==> src/design/chd_pkg.sv <==
package chd_pkg;

  typedef enum logic [4:0] {
    PH_SIZE  = 5'b00001,
    PH_SKIP  = 5'b00010,
    PH_DATA  = 5'b00100,
    PH_TRAIL = 5'b01000,
    PH_DONE  = 5'b10000
  } phase_t;

  localparam logic [7:0] CH_LF    = 8'h0A;
  localparam logic [7:0] CH_CR    = 8'h0D;
  localparam logic [7:0] CASE_BIT = 8'h20;
  localparam logic [7:0] CH_ZERO  = 8'h30;
  localparam logic [7:0] CH_NINE  = 8'h39;
  localparam logic [7:0] CH_LA    = 8'h61;
  localparam logic [7:0] CH_LF_HEX = 8'h66;
  // low nibble of 'a'..'f' is 1..6, digit value is that plus 9
  localparam logic [3:0] HEX_ALPHA_OFS = 4'd9;
  localparam int         HEX_BITS = 4;
  localparam int         LEN_W    = 16;

  typedef struct packed {
    logic [7:0]       data_byte;
    logic             is_end;
    logic [LEN_W-1:0] body_length;
    logic             run_last;
  } beat_t;

  typedef struct packed {
    logic  v0;
    logic  v1;
    beat_t b0;
    beat_t b1;
  } push_t;

endpackage

==> src/design/chd_core.sv <==
module chd_core #(
  parameter int SIZE_BITS  = 32,
  parameter int COUNT_BITS = 16
) (
  input  logic           clk,
  input  logic           rst_n,
  input  logic           in_valid,
  output logic           in_stall,
  input  logic [7:0]     in_byte,
  input  logic           in_eob,
  input  logic           room,
  output chd_pkg::push_t push
);

  logic                    v_r, v_nxt;
  logic [7:0]              byte_r;
  logic                    eob_r;
  logic                    go;
  logic                    in_acc;

  chd_pkg::phase_t         phase_r, phase_nxt;
  logic [SIZE_BITS-1:0]    chunk_r, chunk_nxt;
  logic                    saw_r, saw_nxt;
  logic [SIZE_BITS-1:0]    left_r, left_nxt;
  logic [COUNT_BITS-1:0]   count_r, count_nxt;

  logic [7:0]              low;
  logic                    is_dec, is_alpha, is_digit;
  logic [3:0]              dval;
  logic [SIZE_BITS-1:0]    acc;
  logic                    ld_end;
  chd_pkg::phase_t         ld_phase;

  chd_pkg::phase_t         sb_phase;
  logic [SIZE_BITS-1:0]    sb_chunk;
  logic                    sb_saw;
  logic [SIZE_BITS-1:0]    sb_left;

  logic [COUNT_BITS+chd_pkg::LEN_W-1:0] len_ext;
  chd_pkg::beat_t          data_beat, end_beat;

  assign go       = v_r && room;
  assign in_stall = v_r && !go;
  assign in_acc   = in_valid && !in_stall;

  always_comb begin
    v_nxt = v_r;
    if (in_acc) begin
      v_nxt = 1'b1;
    end else if (go) begin
      v_nxt = 1'b0;
    end
  end

  always_ff @(posedge clk) begin
    if (in_acc) begin
      byte_r <= in_byte;
      eob_r  <= in_eob;
    end
  end

  // hex digit decode and saturating accumulate
  assign low      = byte_r | chd_pkg::CASE_BIT;
  assign is_dec   = (byte_r >= chd_pkg::CH_ZERO) && (byte_r <= chd_pkg::CH_NINE);
  assign is_alpha = (low >= chd_pkg::CH_LA) && (low <= chd_pkg::CH_LF_HEX);
  assign is_digit = is_dec || is_alpha;
  assign dval     = is_dec ? byte_r[3:0] : (low[3:0] + chd_pkg::HEX_ALPHA_OFS);
  assign acc      = (|chunk_r[SIZE_BITS-1 -: chd_pkg::HEX_BITS]) ? '1
                    : {chunk_r[SIZE_BITS-chd_pkg::HEX_BITS-1:0], dval};

  assign ld_end   = !saw_r || (chunk_r == '0);
  assign ld_phase = ld_end ? chd_pkg::PH_DONE : chd_pkg::PH_DATA;

  // outcome of one size-line byte
  always_comb begin
    sb_phase = chd_pkg::PH_SKIP;
    sb_chunk = chunk_r;
    sb_saw   = saw_r;
    sb_left  = left_r;
    if (is_digit) begin
      sb_phase = chd_pkg::PH_SIZE;
      sb_chunk = acc;
      sb_saw   = 1'b1;
    end else if (byte_r == chd_pkg::CH_LF) begin
      sb_phase = ld_phase;
      sb_chunk = '0;
      sb_saw   = 1'b0;
      sb_left  = chunk_r;
    end
  end

  always_comb begin
    phase_nxt = phase_r;
    chunk_nxt = chunk_r;
    saw_nxt   = saw_r;
    left_nxt  = left_r;
    count_nxt = count_r;
    unique case (phase_r)
      chd_pkg::PH_SIZE: begin
        phase_nxt = sb_phase;
        chunk_nxt = sb_chunk;
        saw_nxt   = sb_saw;
        left_nxt  = sb_left;
      end
      chd_pkg::PH_SKIP: begin
        if (byte_r == chd_pkg::CH_LF) begin
          phase_nxt = ld_phase;
          chunk_nxt = '0;
          saw_nxt   = 1'b0;
          left_nxt  = chunk_r;
        end
      end
      chd_pkg::PH_DATA: begin
        if (!(&count_r)) begin
          count_nxt = count_r + 1'b1;
        end
        if (left_r != '0) begin
          left_nxt = left_r - 1'b1;
        end
        if (left_r <= SIZE_BITS'(1)) begin
          phase_nxt = chd_pkg::PH_TRAIL;
        end
      end
      chd_pkg::PH_TRAIL: begin
        if ((byte_r != chd_pkg::CH_CR) && (byte_r != chd_pkg::CH_LF)) begin
          phase_nxt = sb_phase;
          chunk_nxt = sb_chunk;
          saw_nxt   = sb_saw;
          left_nxt  = sb_left;
        end
      end
      chd_pkg::PH_DONE: begin
      end
      default: begin
        phase_nxt = chd_pkg::PH_SIZE;
      end
    endcase
    if (eob_r) begin
      phase_nxt = chd_pkg::PH_SIZE;
      chunk_nxt = '0;
      saw_nxt   = 1'b0;
      left_nxt  = '0;
      count_nxt = '0;
    end
  end

  assign len_ext = {{chd_pkg::LEN_W{1'b0}}, count_nxt};

  always_comb begin
    data_beat.data_byte   = byte_r;
    data_beat.is_end      = 1'b0;
    data_beat.body_length = '0;
    data_beat.run_last    = !eob_r;
    end_beat.data_byte    = '0;
    end_beat.is_end       = 1'b1;
    end_beat.body_length  = '0;
    end_beat.run_last     = 1'b1;
    // provisional length from count_nxt, which end of buffer clears; push overrides it with mark_len
    if (phase_r == chd_pkg::PH_DATA) begin
      if (!(&count_r)) begin
        end_beat.body_length = len_ext[chd_pkg::LEN_W-1:0] + 1'b1;
      end else begin
        end_beat.body_length = len_ext[chd_pkg::LEN_W-1:0];
      end
    end
  end

  // count_nxt is cleared on end of buffer, so rebuild the marker count from count_r
  logic [COUNT_BITS+chd_pkg::LEN_W-1:0] cnt_ext;
  logic [chd_pkg::LEN_W-1:0]            mark_len;
  logic [COUNT_BITS-1:0]                cnt_after;

  assign cnt_after = ((phase_r == chd_pkg::PH_DATA) && !(&count_r)) ? count_r + 1'b1
                     : count_r;
  assign cnt_ext   = {{chd_pkg::LEN_W{1'b0}}, cnt_after};
  assign mark_len  = cnt_ext[chd_pkg::LEN_W-1:0];

  always_comb begin
    push.v0 = 1'b0;
    push.v1 = 1'b0;
    push.b0 = data_beat;
    push.b1 = end_beat;
    push.b1.body_length = mark_len;
    if (go) begin
      if (phase_r == chd_pkg::PH_DATA) begin
        push.v0 = 1'b1;
        push.v1 = eob_r;
      end else if (eob_r) begin
        push.v0 = 1'b1;
        push.b0 = end_beat;
        push.b0.body_length = mark_len;
      end
    end
  end

  always_ff @(posedge clk) begin
    if (!rst_n) begin
      v_r     <= 1'b0;
      phase_r <= chd_pkg::PH_SIZE;
      chunk_r <= '0;
      saw_r   <= 1'b0;
      left_r  <= '0;
      count_r <= '0;
    end else begin
      v_r <= v_nxt;
      if (go) begin
        phase_r <= phase_nxt;
        chunk_r <= chunk_nxt;
        saw_r   <= saw_nxt;
        left_r  <= left_nxt;
        count_r <= count_nxt;
      end
    end
  end

endmodule

==> src/design/chd_outq.sv <==
module chd_outq (
  input  logic           clk,
  input  logic           rst_n,
  input  chd_pkg::push_t push,
  output logic           room,
  output logic           out_valid,
  input  logic           out_stall,
  output chd_pkg::beat_t out_beat
);

  chd_pkg::beat_t mem_r [4];
  logic [1:0]     wr_r, wr_nxt;
  logic [1:0]     rd_r, rd_nxt;
  logic [2:0]     cnt_r, cnt_nxt;
  logic [1:0]     npush;
  logic           pop;

  assign npush     = {1'b0, push.v0} + {1'b0, push.v1};
  assign out_valid = (cnt_r != 3'd0);
  assign pop       = out_valid && !out_stall;
  // room for two more beats regardless of what drains this cycle
  assign room      = !cnt_r[2] && !cnt_r[1];
  assign out_beat  = mem_r[rd_r];

  assign wr_nxt  = wr_r + npush;
  assign rd_nxt  = rd_r + {1'b0, pop};
  assign cnt_nxt = cnt_r + {1'b0, npush} - {2'b00, pop};

  always_ff @(posedge clk) begin
    if (push.v0) begin
      mem_r[wr_r] <= push.b0;
    end
    if (push.v1) begin
      mem_r[wr_r + 2'd1] <= push.b1;
    end
  end

  always_ff @(posedge clk) begin
    if (!rst_n) begin
      wr_r  <= '0;
      rd_r  <= '0;
      cnt_r <= '0;
    end else begin
      wr_r  <= wr_nxt;
      rd_r  <= rd_nxt;
      cnt_r <= cnt_nxt;
    end
  end

endmodule

==> src/design/http_chunked_body_decoder.sv <==
// channel  | direction | handshake            | payload
// in_      | input     | in_valid / in_stall  | byte_in, end_of_buffer
// out_     | output    | out_valid / out_stall| data_byte, is_end, body_length, run_last
//
// One byte per cycle while the output queue has room; a byte lands in the input register,
// is decoded from there and its beats are written into the output queue.
// A data byte that ends the buffer makes two beats; the 4-entry output queue
// absorbs the extra one, and input stalls only when the queue holds two or more.
// Reset is synchronous, active low, and clears the decoder state and the queue.
// out_stall backs up through the queue into in_stall with no combinational path.
module http_chunked_body_decoder #(
  parameter int SIZE_BITS  = 32,
  parameter int COUNT_BITS = 16
) (
  input  logic        clk,
  input  logic        rst_n,
  input  logic        in_valid,
  output logic        in_stall,
  input  logic [7:0]  in_byte_in,
  input  logic        in_end_of_buffer,
  output logic        out_valid,
  input  logic        out_stall,
  output logic [7:0]  out_data_byte,
  output logic        out_is_end,
  output logic [15:0] out_body_length,
  output logic        out_run_last
);

  chd_pkg::push_t push;
  chd_pkg::beat_t beat;
  logic           room;

  chd_core #(
    .SIZE_BITS  (SIZE_BITS),
    .COUNT_BITS (COUNT_BITS)
  ) u_core (
    .clk      (clk),
    .rst_n    (rst_n),
    .in_valid (in_valid),
    .in_stall (in_stall),
    .in_byte  (in_byte_in),
    .in_eob   (in_end_of_buffer),
    .room     (room),
    .push     (push)
  );

  chd_outq u_outq (
    .clk       (clk),
    .rst_n     (rst_n),
    .push      (push),
    .room      (room),
    .out_valid (out_valid),
    .out_stall (out_stall),
    .out_beat  (beat)
  );

  assign out_data_byte   = beat.data_byte;
  assign out_is_end      = beat.is_end;
  assign out_body_length = beat.body_length;
  assign out_run_last    = beat.run_last;

`ifndef SYNTHESIS
  a_pair_order: assert property (@(posedge clk) disable iff (!rst_n)
    push.v1 |-> push.v0 && !push.b0.is_end && push.b1.is_end)
    else $error("two-beat push not data then end marker");

  a_no_push_when_full: assert property (@(posedge clk) disable iff (!rst_n)
    !room |-> !push.v0)
    else $error("push while output queue has no room");

  a_end_is_last: assert property (@(posedge clk) disable iff (!rst_n)
    out_valid && out_is_end |-> out_run_last && (out_data_byte == 8'd0))
    else $error("end marker beat malformed");

  a_reset_empty: assert property (@(posedge clk)
    !rst_n |=> !out_valid)
    else $error("output valid right after reset");
`endif

endmodule

==> config.mk <==
export PLATFORM = sky130hd
export DESIGN_NAME = http_chunked_body_decoder
export DESIGN_NICKNAME = d
export VERILOG_FILES = /design/src/design/chd_pkg.sv /design/src/design/chd_core.sv /design/src/design/chd_outq.sv /design/src/design/http_chunked_body_decoder.sv
export SDC_FILE = /design/constraint.sdc
export NUM_CORES = 1
export LEC_CHECK = 0
export BUFFER_PORTS_ARGS = -buffer_cell sky130_fd_sc_hd__buf_2
export CORE_MARGIN = 2
export CORE_UTILIZATION = 50
export CTS_CLUSTER_SIZE = 10
export DETAILED_ROUTE_END_ITERATION = 10
export GPL_ROUTABILITY_DRIVEN = 0
export PLACE_DENSITY = 0.81
export REMOVE_ABC_BUFFERS = 1
export SLEW_MARGIN = 20
export SYNTH_ARGS = -nofsm -noshare
export SYNTH_HDL_FRONTEND = slang
export SYNTH_SLANG_ARGS = --single-unit
==> constraint.sdc <==
create_clock -name clk -period 2.9 [get_ports clk]
set_input_delay 0.435 -clock clk [delete_from_list [all_inputs] [get_ports clk]]
set_output_delay 0.435 -clock clk [all_outputs]
set_load 0.02 [all_outputs]
==> results of run 1 <==
## state kept, by name (all words and copies together), names as in the netlist, 2 cells and up
register        flops
u_outq.rd_r         2
u_core.left_r      32
u_outq.mem_r      104
u_outq.wr_r         2
u_core.chunk_r     32
u_core.byte_r       8
u_core.count_r     16
u_outq.cnt_r        3
u_core.phase_r      5
## what timing repair did
item | CTS | global route
buffers inserted | 0 | 0
gates resized for setup | 0 | 1
endpoints found under the setup margin | 0 | 6
## worst max-delay path, delay by kind of cell (launching register included)
| family | cells | cell delay, ps |
|---|---|---|
| compound gates | 1 | 260 |
| simple gates | 4 | 1960 |
| buf+inv | 1 | 170 |
| flops | 1 | 340 |
## per-layer routing
metal,global-route usage,part of all wire,vias to the layer above
li1,-,-,4041
met1,0.2914,0.42,4032
met2,0.3993,0.50,277
met3,0.03438,0.056,48
met4,0.07427,0.023,0
met5,0,0,-
## where the power goes
group	leakage (nW)	internal, mW	switching (mW)
Sequential	1.73	3.24	0.159
Clock	0.342	1.60	1.15
Combinational	2.03	0.761	1.03
## area by class of cell
| class | count | share of cell area |
|---|---|---|
| clock buffers | 38 | 0.05856 |
| clock inverters | 3 | 0.002933 |
| inverters | 19 | 0.006192 |
| multi-input cells | 789 | 0.4267 |
| flip-flops and latches | 207 | 0.4232 |
| well taps | 270 | 0.02933 |
| repair buffers | 93 | 0.05301 |
## cell usage in the layout, fill, tap and decap left out, types with 25 or more instances in the layout
cell type / n
mux4_2: 26
buf_4: 52
nand2_1: 122
nand3_1: 54
o21ai_0: 96
dfxtp_1: 134
a21oi_1: 42
buf_2: 40
nor2_1: 155
edfxtp_1: 73
clkbuf_16: 25
## kinds of logic after synthesis
kind of cell | count (synthesis) | synth area share
XOR/XNOR | 39 | 0.03364
AND/OR/NAND/NOR | 463 | 0.2138
multiplexers | 33 | 0.06469
buffers and inverters | 93 | 0.03807
AO/OA/AOI/OAI | 238 | 0.1506
flip-flops | 207 | 0.4800
adder cells (fa/ha/maj) | 15 | 0.01922
## per-stage QoR
step	std cells	TNS (ps)	utilization	setup slack (ps)	hold slack (ps)
final	1419	0	0.5729	54.38	100.0
after global routing	1419	0	0.5729	20.13	84.86
after CTS	1418	0	0.5723	28.76	81.64
after detailed placement	1377	0	0.5370	75.92	450.3
after global placement	1377	0	0.5370	129.3	429.2
after floorplan	1014	-11780	-	-377.4	419.1
## final timing paths
kind,end,depth (start not counted)
hold / removal,u_core.byte_r[7]$_DFFE_PP_,1
hold reg to reg,u_outq.mem_r[3][20]$_SDFFE_PP0P_,2
setup / recovery,u_core.left_r[0]$_SDFFE_PN0P_,6
setup reg to reg,u_core.left_r[0]$_SDFFE_PN0P_,6
==> flow_metrics.env, run 1 <==
export IMPL_drtIter0Drc=724
export IMPL_yosys_area_top_type_share=0.2642
export IMPL_die_area_sq_mm=0.02147
export IMPL_asyncSetResetFlopFracSynth=0
export IMPL_static_leakage_power_nw=4.101
export IMPL_dieHeight_microns=146.5
export IMPL_finalInstanceArea_sq_mm=0.01152
export IMPL_min_from="in_byte_in[7]"
export IMPL_worstSetupStartpoint="u_core.left_r[16]$_SDFFE_PN0P_"
export IMPL_final_max_slew_violation_count=0
export IMPL_synth_area_per_cell_sq_um=9.333
export IMPL_run_status="complete, no violations"
export IMPL_post_synth_most_frequent_cells="156 x nor2_1, 134 x dfxtp_1, 122 x nand2_1, 96 x o21ai_0, 73 x edfxtp_1"
export IMPL_dr_pass1_iters=5
export IMPL_grt_antenna_before_repair=0
export IMPL_number_of_enable_type_register_cells_in_the_synthesized_netlist=73
export IMPL_grt_util_all_layers=0.2282
export IMPL_timing_critical_path_cells="or4_1 > or4_1 > or4_4 > and3_4 > buf_12 > a311oi_2"
export IMPL_via_count_of_the_first_global_routing_pass=8178
export IMPL_count_of_inserted_antenna_diode_cells=0
export IMPL_grt_pass1_wl_microns=40450
export IMPL_fp_dieW_microns=146.5
export IMPL_synth_sequential_area_ratio=0.4800
export IMPL_synth_cell_types=72
export IMPL_crit_path_end_kind="flop"
export IMPL_largest_clock_skew_in_the_final_design_ps=25.72
export IMPL_fmax_mhz=351.4
export IMPL_multi_input_area_sq_mm=0.004915
export IMPL_routed_via_count=8398
export IMPL_maximum_number_of_pins_on_one_net_before_global_route_repair=45
export IMPL_drive_gt1_frac=0.1567
export IMPL_wl_per_cell_microns=17.37
export IMPL_total_standard_cell_area_after_synthesis_sq_mm=0.01015
export IMPL_slew_limit_headroom=0.5271
export IMPL_critPathMaxStageDelay_ps=600
export IMPL_drv_max_cap_violation_count=0
export IMPL_syn2layout_area_growth_pct=13.42
export IMPL_seqCellArea_sq_mm=0.004875
export IMPL_worstSetupPathType="flop to flop"
export IMPL_max_slew_worst_pin_slew_ps=707.9
export IMPL_clock_tree_buffer_depth=3
export IMPL_fillers=1682
export IMPL_min_delay_path_class="primary input to flop"
export IMPL_standard_cell_area_after_detailed_placement_sq_mm=0.01080
export IMPL_clock_transition_at_the_registers_of_the_reported_paths_ps=60
export IMPL_ctsRootBufferMaster="clkbuf_16"
export IMPL_synthesis_instances=1088
export IMPL_synth_top_area_cell="dfxtp_1"
export IMPL_cts_hold_repair_buffers=0
export IMPL_drc=0
export IMPL_kind_of_start_point_of_the_critical_path="flop"
export IMPL_timing_critical_path_mode_cell="or4_1"
export IMPL_number_of_port_buffers=40
export IMPL_h_tree_depth=1
export IMPL_detail_route_vias_per_cell=5.918
export IMPL_critPathArrivalTime_ps=3260
export IMPL_worstReg2RegStart="u_core.left_r[16]$_SDFFE_PN0P_"
export IMPL_setup_viol=0
export IMPL_rsz0062_at_grt="no"
export IMPL_timing_final_crit_share=0.9812
export IMPL_synth_warnings=0
export IMPL_timing_reg2reg_setup_slack_ps=50
export IMPL_synth_area_top_cells="dfxtp_1 26%, edfxtp_1 22%, mux4_2 5.8%"
export IMPL_tritoncts_clock_tree="done"
export IMPL_grt_overflow_total=0
export IMPL_cp_required_ps=3310
export IMPL_row_count=52
export IMPL_hold_viol=0
export IMPL_clk_latency_ps=530
export IMPL_synth_seq_cells=207
export IMPL_power_per_cell_area_mw_per_mm2=689.4
export IMPL_ioPinCount=41
export IMPL_start_util=0.5051
export IMPL_totalPowerFinal_mw=7.941
export IMPL_finalNetCount=1163
export IMPL_synth_most_common_cell="nor2_1"
export IMPL_ys_flop_type="dfxtp_1"
export IMPL_worst_path_fanout_max=17
export IMPL_clkSinkCount=207
export IMPL_period_needed_ps=2846
export IMPL_cp_slowest_cell="or4_4"
export IMPL_dp_hpwl_microns=16530
export IMPL_core_region_area_sq_mm=0.02010
export IMPL_post_route_antenna_net_violation_count=0
export IMPL_vdd_ir_drop_worst_v=0.0004199
export IMPL_cts_buffers=25
export IMPL_drt_total_wl_microns=24650
Power figures use the tool's default switching activity.
==> run 2: changes to the inputs <==
--- a/config.mk
+++ b/config.mk
@@ -8,12 +8,13 @@
 export BUFFER_PORTS_ARGS = -buffer_cell sky130_fd_sc_hd__buf_2
 export CORE_MARGIN = 2
 export CORE_UTILIZATION = 50
+export CTS_BUF_LIST = sky130_fd_sc_hd__clkbuf_16
 export CTS_CLUSTER_SIZE = 10
 export DETAILED_ROUTE_END_ITERATION = 10
 export GPL_ROUTABILITY_DRIVEN = 0
 export PLACE_DENSITY = 0.81
 export REMOVE_ABC_BUFFERS = 1
-export SLEW_MARGIN = 20
+export SLEW_MARGIN = 10
 export SYNTH_ARGS = -nofsm -noshare
 export SYNTH_HDL_FRONTEND = slang
 export SYNTH_SLANG_ARGS = --single-unit
==> run 2 against run 1 <==
  * Global-route usage is the same
  * First-iteration DRC count fell by 2.5%
  * Count of clock-buffer cells in the layout decreased by 13
  * Critical path type unchanged
  * Via count hardly changed
  * Clock skew down 0.92 ps
  * Critical endpoint unchanged
  * Register-to-register slack barely moved
  * Final area stayed put
  * Core utilization is the same
==> flow_metrics.env, run 2 (same netlist as run 1, synthesis figures left out) <==
export IMPL_dp_hpwl_microns=16530
export IMPL_hold_slack_ps=98.24
export IMPL_finalNetCount=1163
export IMPL_rsz0062_at_grt="no"
export IMPL_via_count_of_the_first_global_routing_pass=8178
export IMPL_static_leakage_power_nw=4.155
export IMPL_top_register="u_outq.mem_r"
export IMPL_ioPinCount=41
export IMPL_largest_clock_skew_in_the_final_design_ps=24.80
export IMPL_drt_total_wl_microns=24570
export IMPL_grt_util_all_layers=0.2282
export IMPL_grt_busiest_layer="met2"
export IMPL_run_status="complete, no violations"
export IMPL_row_count=52
export IMPL_vdd_ir_drop_worst_v=0.0004187
export IMPL_length_in_cells_of_the_worst_reg_to_reg_path=6
export IMPL_clock_transition_at_the_registers_of_the_reported_paths_ps=60
export IMPL_min_delay_path_class="primary input to flop"
export IMPL_setup_viol=0
export IMPL_cts_hold_repair_buffers=0
export IMPL_clock_tree_buffer_depth=3
export IMPL_fp_dieW_microns=146.5
export IMPL_detail_route_vias_per_cell=5.922
export IMPL_timing_reg2reg_setup_slack_ps=50
export IMPL_commonest_cells_after_routing_fill_and_taps_aside="155 x nor2_1, 134 x dfxtp_1, 122 x nand2_1"
export IMPL_period_needed_ps=2847
export IMPL_cp_required_ps=3310
export IMPL_tritoncts_clock_tree="done"
export IMPL_worst_path_fanout_max=17
export IMPL_routed_via_count=8404
export IMPL_hold_viol=0
export IMPL_grt_pass1_wl_microns=40450
export IMPL_finalInstanceArea_sq_mm=0.01152
export IMPL_grtUsageMet1=0.2914
export IMPL_worstReg2RegStart="u_core.left_r[16]$_SDFFE_PN0P_"
export IMPL_crit_path_end_kind="flop"
export IMPL_core_region_area_sq_mm=0.02010
export IMPL_cts_post_setup_buffers_inserted=0
export IMPL_worstSetupPathType="flop to flop"
export IMPL_syn2layout_area_growth_pct=13.42
export IMPL_clk_latency_ps=530
export IMPL_clkSinkCount=207
export IMPL_drv_max_cap_violation_count=0
export IMPL_use_met3=0.03438
export IMPL_fillers=1682
export IMPL_cts_buffers=25
export IMPL_max_slew_worst_pin_slew_ps=706.5
export IMPL_drtIter0Drc=706
export IMPL_drc=0
export IMPL_dr_pass1_iters=5
export IMPL_finalCoreUtilization=0.5729
export IMPL_wl_per_cell_microns=17.31
export IMPL_slew_limit_headroom=0.5280
export IMPL_setup_tns_ps=0
export IMPL_post_route_antenna_net_violation_count=0
export IMPL_maximum_number_of_pins_on_one_net_before_global_route_repair=45
export IMPL_grt_antenna_before_repair=0
export IMPL_number_of_port_buffers=40
export IMPL_r2r_end="u_core.left_r[0]$_SDFFE_PN0P_"
export IMPL_holdPathStages=1
export IMPL_h_tree_depth=1
export IMPL_timing_final_crit_share=0.9817
export IMPL_final_common_cell="nor2_1"
export IMPL_postCtsResizedCells=0
export IMPL_final_max_slew_violation_count=0
export IMPL_min_from="in_byte_in[7]"
export IMPL_power_per_cell_area_mw_per_mm2=685.7
export IMPL_kind_of_start_point_of_the_critical_path="flop"
export IMPL_grt_overflow_total=0
export IMPL_dieHeight_microns=146.5
export IMPL_standard_cell_area_after_detailed_placement_sq_mm=0.01080
export IMPL_die_area_sq_mm=0.02147
export IMPL_ctsRootBufferMaster="clkbuf_16"
export IMPL_count_of_inserted_antenna_diode_cells=0
export IMPL_drive_gt1_frac=0.1567
export IMPL_largest_reg_flops=104
export IMPL_worst_hold_path_endpoint="u_core.byte_r[7]$_DFFE_PP_"
export IMPL_top_regs="u_outq.mem_r: 104 flops, u_core.chunk_r: 32 flops, u_core.left_r: 32 flops"
export IMPL_start_util=0.5051
export IMPL_fmax_mhz=351.2
export IMPL_grt_use_met2=0.3993
export IMPL_critPathArrivalTime_ps=3260
## run 2: critical path, stage by stage (launching register included)
cell and delay, ps:
dfxtp_1 340, or4_1 550, or4_1 550, or4_4 600, and3_4 260, buf_12 170, a311oi_2 260
## run 2: how the worst max path moves through the flow
stage / from / to / slack, ps
final: u_core.left_r[16]$_SDFFE_PN0P_ / u_core.left_r[0]$_SDFFE_PN0P_ / 50
after global routing: u_core.left_r[16]$_SDFFE_PN0P_ / u_core.left_r[0]$_SDFFE_PN0P_ / 20
after CTS: u_core.left_r[16]$_SDFFE_PN0P_ / u_core.left_r[0]$_SDFFE_PN0P_ / 30
after detailed placement: u_core.left_r[16]$_SDFFE_PN0P_ / u_core.left_r[19]$_SDFFE_PN0P_ / 80
after global placement: u_core.left_r[16]$_SDFFE_PN0P_ / u_core.left_r[19]$_SDFFE_PN0P_ / 130
after floorplan: u_core.phase_r[0]$_SDFFE_PN1P_ / u_outq.mem_r[2][10]$_DFFE_PP_ / -380
## run 2: where the power goes
part / leakage [nW] / internal [mW] / switching (mW)
combinational: 2.03 / 0.761 / 1.03
clock: 0.396 / 1.55 / 1.15
sequential: 1.73 / 3.24 / 0.159
total: 4.16 / 5.56 / 2.34
## run 2: through the flow
| step | setup slack (ps) | power [mW] | instances |
|---|---|---|---|
| global placement | 129.3 | 5.175 | 1377 |
| floorplan | -377.4 | 4.661 | 1014 |
| CTS | 28.76 | 7.935 | 1418 |
| global route | 20.13 | 8.239 | 1419 |
| detailed placement | 75.92 | 5.231 | 1377 |
| finish | 52.98 | 7.897 | 1419 |
## run 2: area by class of cell
class / instances / area (sq um) / share of cell area
clock buffers: 25 / 625.6 / 0.05432
flip-flops and latches: 207 / 4875 / 0.4232
clock inverters: 16 / 82.58 / 0.007170
inverters: 19 / 71.32 / 0.006192
repair buffers: 93 / 610.6 / 0.05301
multi-input cells: 789 / 4915 / 0.4267
well taps: 270 / 337.8 / 0.02933
## run 2: routing by layer
metal	part of all wire	wire [microns]	up-vias
met5	0	0	-
met4	0.024	588	0
met3	0.058	1424	52
met2	0.50	12190	288
met1	0.42	10370	4016
li1	-	-	4048
==> run 3: changes to the inputs <==
--- a/config.mk
+++ b/config.mk
@@ -12,7 +12,7 @@
 export CTS_CLUSTER_SIZE = 10
 export DETAILED_ROUTE_END_ITERATION = 10
 export GPL_ROUTABILITY_DRIVEN = 0
-export PLACE_DENSITY = 0.81
+export PLACE_DENSITY = 0.79
 export REMOVE_ABC_BUFFERS = 1
 export SLEW_MARGIN = 10
 export SYNTH_ARGS = -nofsm -noshare
==> constraint.sdc (replaced) <==
create_clock -name clk -period 3.6 [get_ports clk]
set_input_delay 0.54 -clock clk [delete_from_list [all_inputs] [get_ports clk]]
set_output_delay 0.54 -clock clk [all_outputs]
set_load 0.02 [all_outputs]
==> run 3 against run 2 <==
  * Global-route usage decreased by 0.17 points
  * Sequential cell count did not move
  * Critical path type unchanged
  * Largest power group unchanged
  * Critical path depth grew 2
  * Combinational power fell by 22%
  * Critical endpoint is now u_core.left_r[28]$_SDFFE_PN0P_
==> flow_metrics.env, run 3 (same netlist as run 1, synthesis figures left out) <==
export IMPL_postCtsResizedCells=0
export IMPL_grt_antenna_before_repair=0
export IMPL_top_regs="u_outq.mem_r: 104 flops, u_core.chunk_r: 32 flops, u_core.left_r: 32 flops"
export IMPL_clkSinkCount=207
export IMPL_min_delay_path_class="primary input to flop"
export IMPL_power_per_cell_area_mw_per_mm2=554.9
export IMPL_ioPinCount=41
export IMPL_run_status="complete, no violations"
export IMPL_setup_tns_ps=0
export IMPL_detail_route_vias_per_cell=5.934
export IMPL_drt_total_wl_microns=24180
export IMPL_kind_of_start_point_of_the_critical_path="flop"
export IMPL_timing_critical_path_cells="inv_1 > ha_1 > nor2b_1 > nand3_1 > o21ai_0 > and3_4 > nand2_2 > o32ai_1"
export IMPL_grt_util_all_layers=0.2264
export IMPL_timing_final_crit_share=0.8479
export IMPL_setup_ws_ps=547.4
export IMPL_fp_dieW_microns=146.5
export IMPL_post_route_antenna_net_violation_count=0
export IMPL_final_max_slew_violation_count=0
export IMPL_core_region_area_sq_mm=0.02010
export IMPL_routed_via_count=8237
export IMPL_finalNetCount=1135
export IMPL_h_tree_depth=1
export IMPL_rsz0062_at_grt="no"
export IMPL_die_area_sq_mm=0.02147
export IMPL_number_of_port_buffers=40
export IMPL_post_place_cells=1351
export IMPL_standard_cell_area_after_detailed_placement_sq_mm=0.01059
export IMPL_fmax_mhz=327.6
export IMPL_syn2layout_area_growth_pct=10.79
export IMPL_critPathArrivalTime_ps=3480
export IMPL_largest_clock_skew_in_the_final_design_ps=8.093
export IMPL_slew_limit_headroom=0.4475
export IMPL_grt_overflow_total=0
export IMPL_max_slew_worst_pin_slew_ps=807.8
export IMPL_cts_hold_repair_buffers=0
export IMPL_drtIter0Drc=801
export IMPL_top_register="u_outq.mem_r"
export IMPL_hold_viol=0
export IMPL_commonest_cells_after_routing_fill_and_taps_aside="155 x nor2_1, 134 x dfxtp_1, 122 x nand2_1"
export IMPL_fillers=1711
export IMPL_final_cell_count_no_fill=1388
export IMPL_cp_required_ps=4020
export IMPL_totalPowerFinal_mw=6.243
export IMPL_row_count=52
export IMPL_setup_viol=0
export IMPL_seqCellArea_sq_mm=0.004875
export IMPL_cp_slowest_cell="and3_4"
export IMPL_tritoncts_clock_tree="done"
export IMPL_drc=0
export IMPL_critPathMaxStageDelay_ps=620
export IMPL_maximum_number_of_pins_on_one_net_before_global_route_repair=46
export IMPL_grt_pass1_wl_microns=40360
export IMPL_dieHeight_microns=146.5
export IMPL_vdd_ir_drop_worst_v=0.0003304
export IMPL_clock_transition_at_the_registers_of_the_reported_paths_ps=60
export IMPL_count_of_inserted_antenna_diode_cells=0
export IMPL_worst_path_fanout_max=39
export IMPL_static_leakage_power_nw=3.985
export IMPL_dp_hpwl_microns=15770
export IMPL_cts_post_setup_buffers_inserted=0
export IMPL_clock_tree_buffer_depth=3
export IMPL_final_common_cell="nor2_1"
export IMPL_start_util=0.5051
export IMPL_drive_gt1_frac=0.1333
export IMPL_place_ws_ps=591.2
export IMPL_dr_pass1_iters=7
export IMPL_period_needed_ps=3053
export IMPL_clk_latency_ps=520
export IMPL_cts_buffers=24
export IMPL_via_count_of_the_first_global_routing_pass=7925
export IMPL_largest_reg_flops=104
export IMPL_wl_per_cell_microns=17.42
export IMPL_finalInstanceArea_sq_mm=0.01125
export IMPL_ctsRootBufferMaster="clkbuf_16"
export IMPL_drv_max_cap_violation_count=0
export IMPL_worstSetupPathType="flop to flop"
export IMPL_multi_input_area_sq_mm=0.004902
export IMPL_crit_path_end_kind="flop"
## run 3: routing by layer
| metal | up-vias | global-route usage | part of all wire |
|---|---|---|---|
| li1 | 3987 | - | - |
| met4 | 0 | 0.08010 | 0.028 |
| met2 | 243 | 0.3809 | 0.48 |
| met3 | 51 | 0.03531 | 0.051 |
| met1 | 3956 | 0.2987 | 0.44 |
| met5 | - | 0 | 0 |
## run 3: cell type report
| class | instances | share of cell area |
|---|---|---|
| Tap cell | 270 | 0.03003 |
| Timing Repair Buffer | 67 | 0.03581 |
| Clock buffer | 24 | 0.05338 |
| Clock inverter | 13 | 0.005449 |
| Multi-Input combinational cell | 788 | 0.4357 |
| Sequential cell | 207 | 0.4333 |
| Inverter | 19 | 0.006339 |
## run 3: power by group
group          total, mW  switching, mW  leakage (nW)  internal (mW)
Sequential          2.75          0.143          1.73           2.61
Clock               2.10          0.912         0.363           1.19
Combinational       1.39          0.800          1.90          0.587
## run 3: path summary, 6_finish.rpt
check             depth (start not counted)                        startpoint  slack, ps                          endpoint
setup / recovery                          8        u_core.byte_r[0]$_DFFE_PP_        550    u_core.left_r[28]$_SDFFE_PN0P_
hold / removal                            1                     in_byte_in[7]        200        u_core.byte_r[7]$_DFFE_PP_
setup reg to reg                          8        u_core.byte_r[0]$_DFFE_PP_        550    u_core.left_r[28]$_SDFFE_PN0P_
hold reg to reg                           2  u_outq.mem_r[0][17]$_SDFFE_PP1P_        450  u_outq.mem_r[0][17]$_SDFFE_PP1P_
## run 3: through the flow
step                  util  hold WS [ps]
finish              0.5596         196.4
detailed placement  0.5267         437.4
global placement    0.5267         430.1
global route        0.5596         184.7
floorplan                -         419.1
CTS                 0.5596         184.1
## run 3: critical path, delay by kind of cell (launching register included)
family	cells	cell delay, ps
simple gates	4	1300
compound gates	2	830
flops	1	520
fa+ha+maj	1	160
buf+inv	1	130
